<file path="src/binco_pkg.sv">
// package: widths, microcode table and exact-division constants of the binomial core
package binco_pkg;

    // field widths and limits
    localparam int unsigned N_W   = 7;
    localparam int unsigned C_W   = 63;
    localparam int unsigned MAX_N = 127;
    localparam int unsigned KK_W  = 6;
    localparam int unsigned P_W   = C_W + N_W;
    localparam logic [C_W-1:0] SAT63 = {C_W{1'b1}};

    // microcode step addresses
    localparam int unsigned PC_W = 3;
    localparam logic [PC_W-1:0] ST_IDLE  = 3'd0;
    localparam logic [PC_W-1:0] ST_SETUP = 3'd1;
    localparam logic [PC_W-1:0] ST_MUL   = 3'd2;
    localparam logic [PC_W-1:0] ST_PP0   = 3'd3;
    localparam logic [PC_W-1:0] ST_PP1   = 3'd4;
    localparam logic [PC_W-1:0] ST_PP2   = 3'd5;
    localparam logic [PC_W-1:0] ST_DONE  = 3'd6;
    localparam logic [PC_W-1:0] ST_SPARE = 3'd7;

    // datapath operations
    localparam logic [2:0] OP_NONE  = 3'd0;
    localparam logic [2:0] OP_LOAD  = 3'd1;
    localparam logic [2:0] OP_SETUP = 3'd2;
    localparam logic [2:0] OP_MUL   = 3'd3;
    localparam logic [2:0] OP_PP0   = 3'd4;
    localparam logic [2:0] OP_PP1   = 3'd5;
    localparam logic [2:0] OP_PP2   = 3'd6;
    localparam logic [2:0] OP_DONE  = 3'd7;

    // jump conditions
    localparam logic [2:0] CND_NEXT   = 3'd0;
    localparam logic [2:0] CND_ALWAYS = 3'd1;
    localparam logic [2:0] CND_WAIT   = 3'd2;
    localparam logic [2:0] CND_EXIT   = 3'd3;
    localparam logic [2:0] CND_LOOP   = 3'd4;

    typedef struct packed {
        logic [2:0]      op;
        logic [2:0]      cond;
        logic [PC_W-1:0] target;
    } t_ctrl;

    typedef t_ctrl t_ucode [2**PC_W];

    // control program: one word per step
    localparam t_ucode UCODE = '{
        '{op: OP_LOAD,  cond: CND_WAIT,   target: ST_IDLE},
        '{op: OP_SETUP, cond: CND_EXIT,   target: ST_DONE},
        '{op: OP_MUL,   cond: CND_EXIT,   target: ST_DONE},
        '{op: OP_PP0,   cond: CND_NEXT,   target: ST_IDLE},
        '{op: OP_PP1,   cond: CND_NEXT,   target: ST_IDLE},
        '{op: OP_PP2,   cond: CND_LOOP,   target: ST_MUL},
        '{op: OP_DONE,  cond: CND_ALWAYS, target: ST_IDLE},
        '{op: OP_NONE,  cond: CND_ALWAYS, target: ST_IDLE}
    };

    // exact division by i: strip the power of two, multiply by the odd inverse mod 2^64
    localparam int unsigned DIV_N = 2**KK_W;
    typedef logic [63:0] t_inv_rom [DIV_N];
    typedef logic [2:0]  t_shift_rom [DIV_N];

    function automatic t_inv_rom f_build_inv();
        t_inv_rom    tbl;
        logic [63:0] o;
        logic [63:0] x;
        for (int idx = 0; idx < DIV_N; idx++) begin
            if (idx == 0) begin
                tbl[idx] = 64'd0;
            end else begin
                o = 64'(idx);
                while (o[0] == 1'b0) begin
                    o = o >> 1;
                end
                // each refinement step doubles the number of correct low bits
                x = o;
                for (int s = 0; s < 5; s++) begin
                    x = x * (64'd2 - o * x);
                end
                tbl[idx] = x;
            end
        end
        return tbl;
    endfunction

    function automatic t_shift_rom f_build_shift();
        t_shift_rom  tbl;
        logic [63:0] o;
        logic [2:0]  t;
        for (int idx = 0; idx < DIV_N; idx++) begin
            o = 64'(idx);
            t = 3'd0;
            if (idx != 0) begin
                while (o[0] == 1'b0) begin
                    o = o >> 1;
                    t = t + 3'd1;
                end
            end
            tbl[idx] = t;
        end
        return tbl;
    endfunction

    localparam t_inv_rom   INV_ROM   = f_build_inv();
    localparam t_shift_rom SHIFT_ROM = f_build_shift();

endpackage

</file>
<file path="src/binomial_coefficient_core.sv">
// binomial coefficient core: microcoded sequencer with multiply and exact-divide datapath
//
// Computes C(n,k) exactly as c_i = c_(i-1) * (n-k'+i) / i for i = 1..k', with
// k' = min(k, n-k). Each step is one 63x7 multiply, then the exact division by i
// as a shift plus a multiply by the odd inverse of i, done as three 32x32 partial
// products on one shared multiplier, so a step runs through MUL, PP0, PP1 and PP2.
// An item holds the block from the cycle it is taken until its result is shown,
// ending sooner when the value passes 2^63-1, which ends the loop early. The result
// appears on o_coefficient/o_overflow with o_valid high for exactly one cycle;
// the receiver cannot stall, so capture it then.
// k above n gives 0; a result beyond 2^63-1 saturates with o_overflow set.
// o_busy is low in the cycle o_valid is high, so a new start may be issued there.
module binomial_coefficient_core (
    input  logic                       i_clk,
    input  logic                       i_rst_n,
    input  logic                       i_start,
    output logic                       o_busy,
    input  logic [binco_pkg::N_W-1:0]  i_n_total,
    input  logic [binco_pkg::N_W-1:0]  i_k_chosen,
    output logic                       o_valid,
    output logic [binco_pkg::C_W-1:0]  o_coefficient,
    output logic                       o_overflow
);
    import binco_pkg::*;

    // control registers
    logic [PC_W-1:0] r_pc, n_pc;
    logic            r_valid;
    logic            r_sat;

    // datapath registers
    logic [N_W-1:0]  r_n;
    logic [N_W-1:0]  r_k;
    logic [KK_W-1:0] r_kk;
    logic [KK_W-1:0] r_i;
    logic [C_W-1:0]  r_c;
    logic [63:0]     r_q;
    logic [63:0]     r_acc;
    logic [C_W-1:0]  r_coef;
    logic            r_ovf;

    t_ctrl           w_ctrl;
    logic [N_W-1:0]  w_diff;
    logic            w_k_gt_n;
    logic            w_range;
    logic [N_W-1:0]  w_kk;
    logic [N_W-1:0]  w_m;
    logic [P_W-1:0]  w_prod;
    logic [P_W-1:0]  w_shr;
    logic            w_mul_ovf;
    logic [63:0]     w_inv;
    logic [31:0]     w_ma;
    logic [31:0]     w_mb;
    logic [63:0]     w_mp;
    logic [31:0]     w_hi_sum;
    logic            w_exit;
    logic            w_more;
    logic            w_jump;

    // current control word
    assign w_ctrl = UCODE[r_pc];

    // setup: reduced k and the special cases
    assign w_diff   = r_n - r_k;
    assign w_k_gt_n = (r_k > r_n);
    assign w_range  = (r_n > N_W'(MAX_N));
    assign w_kk     = (r_k > w_diff) ? w_diff : r_k;

    // multiply step: c * (n - k' + i), then strip the power of two of i
    assign w_m       = r_n - {1'b0, r_kk} + {1'b0, r_i};
    assign w_prod    = P_W'(r_c) * P_W'(w_m);
    assign w_shr     = w_prod >> SHIFT_ROM[r_i];
    assign w_mul_ovf = (w_prod[P_W-1:C_W] >= {1'b0, r_i});

    // shared 32x32 multiplier for the inverse product
    assign w_inv = INV_ROM[r_i];
    always_comb begin
        case (w_ctrl.op)
            OP_PP1: begin
                w_ma = r_q[31:0];
                w_mb = w_inv[63:32];
            end
            OP_PP2: begin
                w_ma = r_q[63:32];
                w_mb = w_inv[31:0];
            end
            default: begin
                w_ma = r_q[31:0];
                w_mb = w_inv[31:0];
            end
        endcase
    end
    assign w_mp     = w_ma * w_mb;
    assign w_hi_sum = r_acc[63:32] + w_mp[31:0];

    // jump conditions
    always_comb begin
        case (w_ctrl.op)
            OP_SETUP: w_exit = w_k_gt_n || w_range || (w_kk == '0);
            OP_MUL:   w_exit = w_mul_ovf;
            default:  w_exit = 1'b0;
        endcase
    end
    assign w_more = (r_i != r_kk);

    always_comb begin
        case (w_ctrl.cond)
            CND_NEXT:   w_jump = 1'b0;
            CND_ALWAYS: w_jump = 1'b1;
            CND_WAIT:   w_jump = !i_start;
            CND_EXIT:   w_jump = w_exit;
            CND_LOOP:   w_jump = w_more;
            default:    w_jump = 1'b1;
        endcase
    end
    assign n_pc = w_jump ? w_ctrl.target : r_pc + PC_W'(1);

    // step counter and control flags
    always_ff @(posedge i_clk) begin
        if (!i_rst_n) begin
            r_pc    <= ST_IDLE;
            r_valid <= 1'b0;
            r_sat   <= 1'b0;
        end else begin
            r_pc    <= n_pc;
            r_valid <= (w_ctrl.op == OP_DONE);
            case (w_ctrl.op)
                OP_SETUP: r_sat <= !w_k_gt_n && w_range;
                OP_MUL: begin
                    if (w_mul_ovf) begin
                        r_sat <= 1'b1;
                    end
                end
                default: r_sat <= r_sat;
            endcase
        end
    end

    // datapath
    always_ff @(posedge i_clk) begin
        case (w_ctrl.op)
            OP_LOAD: begin
                if (i_start) begin
                    r_n <= i_n_total;
                    r_k <= i_k_chosen;
                end
            end
            OP_SETUP: begin
                r_kk <= w_kk[KK_W-1:0];
                r_i  <= KK_W'(1);
                r_c  <= w_k_gt_n ? '0 : C_W'(1);
            end
            OP_MUL: begin
                r_q <= w_shr[63:0];
            end
            OP_PP0: begin
                r_acc <= w_mp;
            end
            OP_PP1: begin
                r_acc[63:32] <= w_hi_sum;
            end
            OP_PP2: begin
                r_c <= {w_hi_sum[30:0], r_acc[31:0]};
                r_i <= r_i + KK_W'(1);
            end
            OP_DONE: begin
                r_coef <= r_sat ? SAT63 : r_c;
                r_ovf  <= r_sat;
            end
            default: begin
                r_c <= r_c;
            end
        endcase
    end

    // outputs
    assign o_busy        = (r_pc != ST_IDLE);
    assign o_valid       = r_valid;
    assign o_coefficient = r_coef;
    assign o_overflow    = r_ovf;

endmodule

</file>
<file path="config.mk">
export PLATFORM = sky130hd
export DESIGN_NAME = binomial_coefficient_core
export DESIGN_NICKNAME = d
export VERILOG_FILES = /design/src/binco_pkg.sv /design/src/binomial_coefficient_core.sv
export SDC_FILE = /design/constraint.sdc
export NUM_CORES = 2
export LEC_CHECK = 0
export ABC_CLOCK_PERIOD_IN_PS = 10900
export BUFFER_PORTS_ARGS = -buffer_cell sky130_fd_sc_hd__buf_2
export CAP_MARGIN = 20
export CORE_UTILIZATION = 55
export CTS_CLUSTER_DIAMETER = 50
export DETAILED_ROUTE_END_ITERATION = 10
export PLACE_DENSITY = 0.74
export SKIP_LAST_GASP = 1
export SYNTH_ARGS = -nofsm -noshare
export SYNTH_HDL_FRONTEND = slang
export SYNTH_SLANG_ARGS = --single-unit
export TNS_END_PERCENT = 30
</file>
<file path="constraint.sdc">
create_clock -name i_clk -period 10.9 [get_ports i_clk]
set_clock_uncertainty 0.1 [all_clocks]
set_input_delay 0.545 -clock i_clk [delete_from_list [all_inputs] [get_ports i_clk]]
set_output_delay 0.545 -clock i_clk [all_outputs]
set_load 0.01 [all_outputs]
</file>
---- After elaboration in Yosys (flattened, before gate mapping) ----
Memory sizes are Yosys's and may differ from the RTL's.
Index checks and enable logic that the tools add are counted.
operators by class
  add/sub/neg operators ................... 6
  $mul .................................... 2
  order comparisons ....................... 6
  eq/ne operators ......................... 12
  shift operators ......................... 1
  multiplexer cells ....................... 18
  bitwise operators ....................... 2
  reduce and logical (&&, ||, !) cells .... 13
operators by type and width
  cell                   count
  $mux W64               2
  $pmux W63 S2           1
  $mul A63 B7 Y70        1
  $shr A70 B3 Y64        1
  $mul A32 B32 Y64       1
  $mux W32               2
  $pmux W32 S2           1
  $add A32 B32 Y32       1
  $mux W9                2
  $eq A3 B3 Y1 const B   5
  $gt A7 B7 Y1           2
  $eq A3 B2 Y1 const B   4
  $pmux W6 S2            1
  $mux W3                3
  $add A7 B6 Y7          1
  $ge A7 B6 Y1           1
  $ge A7 B7 Y1 const B   1
  $gt A7 B7 Y1 const B   1
  $logic_not A7 Y1       1
  $mux W7                1
  $not A6 Y7             1
  $sub A7 B6 Y7          1
  $sub A7 B7 Y7          1
  $add A6 B1 Y6 const B  1
  other kinds (16)       23
storage, ports and cells
  flip-flop bits (word level) ............. 286
  bits in read-only memories .............. 4,360
  input bits .............................. 17
  word-level logic and storage cells ...... 76
  memories ................................ 3
memories
  memory            depth  bits a word  rd ports  clocked after Yosys merged registers in  write ports  line                             text
  (name not given)  64     64           1         0                                        0            binomial_coefficient_core.sv:76  assign w_inv = INV_ROM[r_i];
  (name not given)  64     3            1         0                                        0            binomial_coefficient_core.sv:72  assign w_shr = w_prod >> SHIFT_ROM[r_i];
  (name not given)  8      9            1         0                                        0            binomial_coefficient_core.sv:61  assign w_ctrl = UCODE[r_pc];

---- Logic depth before layout (Yosys ltp) ----
  word-level depth ........................ 9
  gate-level depth with buffers ........... 50

---- Worst setup path before layout ----
Ideal clock, no wire load.
  path kind ............................... register to register
  start point ............................. register r_pc[1]
  end point ............................... register r_acc[62] (data pin)
  library setup time ...................... 0.272 ns
  data arrival time ....................... 11.195 ns
  data required time ...................... 10.528 ns
  setup slack ............................. -0.667 ns
  stages on the path, launching flop included .. 41
  clock period less this slack ............ 11.567 ns
  cells stage by stage .................... dfxtp_1 inv_1 ha_1 clkbuf_1 and2_1 clkbuf_1 clkbuf_1 buf_1 nand2_1 nand2_1 clkbuf_1 nand2_1 fa_1 inv_1 fa_1 fa_1 fa_1 fa_1 [5 not listed] fa_1 inv_1 ha_1 and4_1 and2_1 clkbuf_1 nand3_1 a21oi_1 nand2b_1 a21oi_1 ha_1 a21oi_1 a21bo_2 o41ai_1 o311ai_1 a21oi_1 xnor2_1 mux2i_1
between the ends
  longest elaborated chain between the ends .. 9
ends and longest elaborated chain
  item                                          line                              text
  start: declaration                            binomial_coefficient_core.sv:27   logic [PC_W-1:0] r_pc, n_pc;
  start signal: assignment                      binomial_coefficient_core.sv:125  r_pc <= n_pc;
  $not A3 Y4 (not written as such) *            binomial_coefficient_core.sv:61
  $mem_v2 Z8 W9 *                               --
  $mux W9 (not written as such) * (2 in a row)  binomial_coefficient_core.sv:61
  $eq A3 B3 Y1                                  binomial_coefficient_core.sv:78   case (w_ctrl.op)
  $mux W32                                      binomial_coefficient_core.sv:78
  $mul A32 B32 Y64 *                            binomial_coefficient_core.sv:93   assign w_mp = w_ma * w_mb;
  net w_mp[22]                                  binomial_coefficient_core.sv:54   logic [63:0] w_mp;
  $add A32 B32 Y32 *                            binomial_coefficient_core.sv:94   assign w_hi_sum = r_acc[63:32] + w_mp[31:0];
  $pmux W32 S2 *                                binomial_coefficient_core.sv:141  case (w_ctrl.op)
  end signal: assignment                        binomial_coefficient_core.sv:157  r_acc <= w_mp;
  end signal: assignment                        binomial_coefficient_core.sv:160  r_acc[63:32] <= w_hi_sum;
  end: declaration                              binomial_coefficient_core.sv:38   logic [63:0] r_acc;
The timed path passes the listed nets; every way through them passes the cells marked *. The select of a mux whose other input is x is not followed.
A chain may end at the register's enable or synchronous reset.

---- Worst setup path in the final report ----
  start point ............................. register r_i[3]
  end point ............................... register r_acc[62] (data pin)
between the ends
  longest elaborated chain between the ends .. 8
ends and longest elaborated chain
  item                                         line                              text
  start: declaration                           binomial_coefficient_core.sv:35   logic [KK_W-1:0] r_i;
  start signal: assignment                     binomial_coefficient_core.sv:164  r_i <= r_i + KK_W'(1);
  $not A6 Y7 (not written as such)             binomial_coefficient_core.sv:76
  $mem_v2 Z64 W64                              --
  $mux W64 (not written as such) (2 in a row)  binomial_coefficient_core.sv:76
  $mux W32                                     binomial_coefficient_core.sv:78
  $mul A32 B32 Y64                             binomial_coefficient_core.sv:93
  net w_mp[25]                                 binomial_coefficient_core.sv:54
  $add A32 B32 Y32                             binomial_coefficient_core.sv:94
  $pmux W32 S2                                 binomial_coefficient_core.sv:141
The timed path passes the listed nets, and every way through them passes these cells. The select of a mux whose other input is x is not followed.

==> results.cfg <==
[run_status]
status = finished, final reports clean

[detailed_routing]
dr.pass1.iters = 8
drc = 0
ant_nets = 0
wirelength_um = 241000
vias_per_cell = 5.91
routed-via-count = 57700
drtIter0Drc = 5691
wl_per_cell_um = 24.7

[grt]
grt_pass1_vias = 60100
overflow = 0
grt_pass1_wl_um = 367000
antenna_found_initial = 3
grt_max_degree = 91
grt_usage_pct = 40.2

[clock_tree]
clock_path_buffers = 3
numCtsBuffers = 45
clk_pin_slew_ps = 60
clock_sinks = 285
insertion_delay_ps = 590
cts_hold_buf = 0
tritoncts = built
cts-htree-levels = 2
clock_tree.root_cell = clkbuf_16

[synth]
syn_nets = 9414
synth.area.top_cells = fa_1, edfxtp_1, inv_1
async_flop_share_pct = 0
netlist.area_leader.share_pct = 36.6
synth_ff_type = edfxtp_1
ys_types = 100
synth.yosys.seq_area_share_pct = 12.9
synth_top_cell_by_area = fa_1
synth_seq_cells = 285
syn_area_um2 = 66100
synthCells = 7756
synth_edf_count = 280
synth.avg_cell_area_um2 = 8.52
yosysWarnings = 0

[placement]
io_buffer_count = 82
gp_congestion = 1.06
dp_hpwl_um = 198000
placed_area_um2 = 72500

[finish]
mostFrequentLayoutCells = inv_1, nand2_1, fa_1, buf_4, ha_1
stdcell_area_um2 = 74500
final_nets = 9782
final_core_util_pct = 62.8
final_common_cell = inv_1
drive_gt1_share_pct = 12.4
area_growth_pct = 12.7

[sta]
period_minus_slack_ps = 10630
fin_crit_sh_pct = 97.5
slew_violations = 0
worst_pin_slew_ps = 1120
setup_violations = 0
max_freq_mhz = 94.1
hold_viol_final = 0
rsz0062_at_grt = true
maxSlewHeadroom_pct = 25.5

[setup_path]
crit_family = adder cells
r2r_slack_ps = 270
crit_fanout = 19
path_class = reg -> reg
cp-end-kind = flop
cp_num_cells = 40
max_stage_delay_ps = 530
cp.arrival_ps = 10850
ff2ff_path_depth = 40
path_buf_inv = 10
crit_top_cell = fa_1
reg2reg_from = r_i[3]
r2r-end = r_acc[62]
cp_data_required_time_ps = 11120
crit_slowest_cell = fa_1
cp-start-kind = flop

[worst_hold_path]
hp-class = in -> reg
holdCritStartpoint = i_n_total[6]
whs_endpoint = r_n[6]
min_path_cells = 1

[floorplanning]
chipHeight_um = 349
start_util_pct = 55.7
die-area_um2 = 122000
core-area_um2 = 119000
die_x_um = 349
rows = 126
boundaryPins = 83

[flow_run]
drv_cap = 0
-- final cells by class --
type / instances / area [um2]
clock buffers: 48 / 1160
inverters: 1507 / 5660
diodes: 2 / 5.00
well taps: 1600 / 2000
repair buffers: 729 / 5830
fillers: 10200 / 44000
multi-input cells: 5556 / 51000
clock inverters: 35 / 372
flip-flops and latches: 285 / 8510
-- Yosys cell counts, types with 32 or more instances --
cell type  instances
inv_1           1506
nand2_1         1404
fa_1            1207
ha_1             434
nor2_1           424
clkbuf_1         355
and2_1           353
a21oi_1          339
edfxtp_1         280
o21ai_0          216
xnor2_1          111
a21o_1            85
or2_2             76
mux2i_1           72
nor3_1            68
nand3_1           61
and3_1            57
xor2_1            57
nand4_1           45
o21bai_1          42
a31oi_1           40
o21a_1            40
buf_1             37
o211ai_1          35
a211oi_1          32
-- worst max path at each step --
stage                       from         to  slack [ps]
after floorplan           r_i[2]  r_acc[62]           6
after global placement    r_i[1]  r_acc[62]          90
after detailed placement  r_i[0]  r_acc[62]          90
after CTS                 r_i[0]  r_acc[62]          70
after global routing      r_i[1]  r_acc[57]        -100
final                     r_i[3]  r_acc[62]         270
-- layer usage --
| metal | up-vias | GRT usage (%) | wire length (um) |
|---|---|---|---|
| met1 | 28900 | 53.5 | 94200 |
| li1 | 24900 | - | - |
| met3 | 671 | 7.84 | 24600 |
| met4 | 4 | 20.6 | 15100 |
| met5 | - | 0.960 | 159 |
| met2 | 3210 | 62.7 | 107000 |
-- sequential cells by signal, summed over array words and instances (netlist names) --
register	count
r_sat	1
r_n	7
r_i	6
r_acc	63
r_q	64
o_valid	1
r_pc	3
r_kk	6
r_k	7
o_overflow	1
r_c	63
o_coefficient	63
-- kinds of logic (layout without fill, tap and decap cells) --
kind of cell,Yosys count,count (layout),synth area share (%)
multiplexers,81,81,1.26
flip-flops,285,285,12.9
AND/OR/NAND/NOR,2580,2580,17.3
AO/OA/AOI/OAI,1085,1086,10.6
other,0,2,0
adder cells (fa/ha/maj),1641,1641,44.8
XOR/XNOR,168,168,2.23
buffers and inverters,1916,2319,10.9
-- per-stage QoR --
step                      setup WS [ps]  setup TNS [ps]  hold slack (ps)  std cells
after floorplan                    5.85               0              306       7756
after global placement             89.2               0              434       9664
after detailed placement           94.0               0              440       9664
after CTS                          71.7               0             3.00       9747
after global routing               -104            -217             14.7       9761
final                               268               0             21.6       9762
-- what timing repair did --
action	in CTS	in global routing
gates resized for setup	0	82
setup endpoints to repair	0	39
setup buffers	0	10
Power is not shown: default switching activity piles up to over one toggle a cycle in this logic, so the estimate is an artifact.
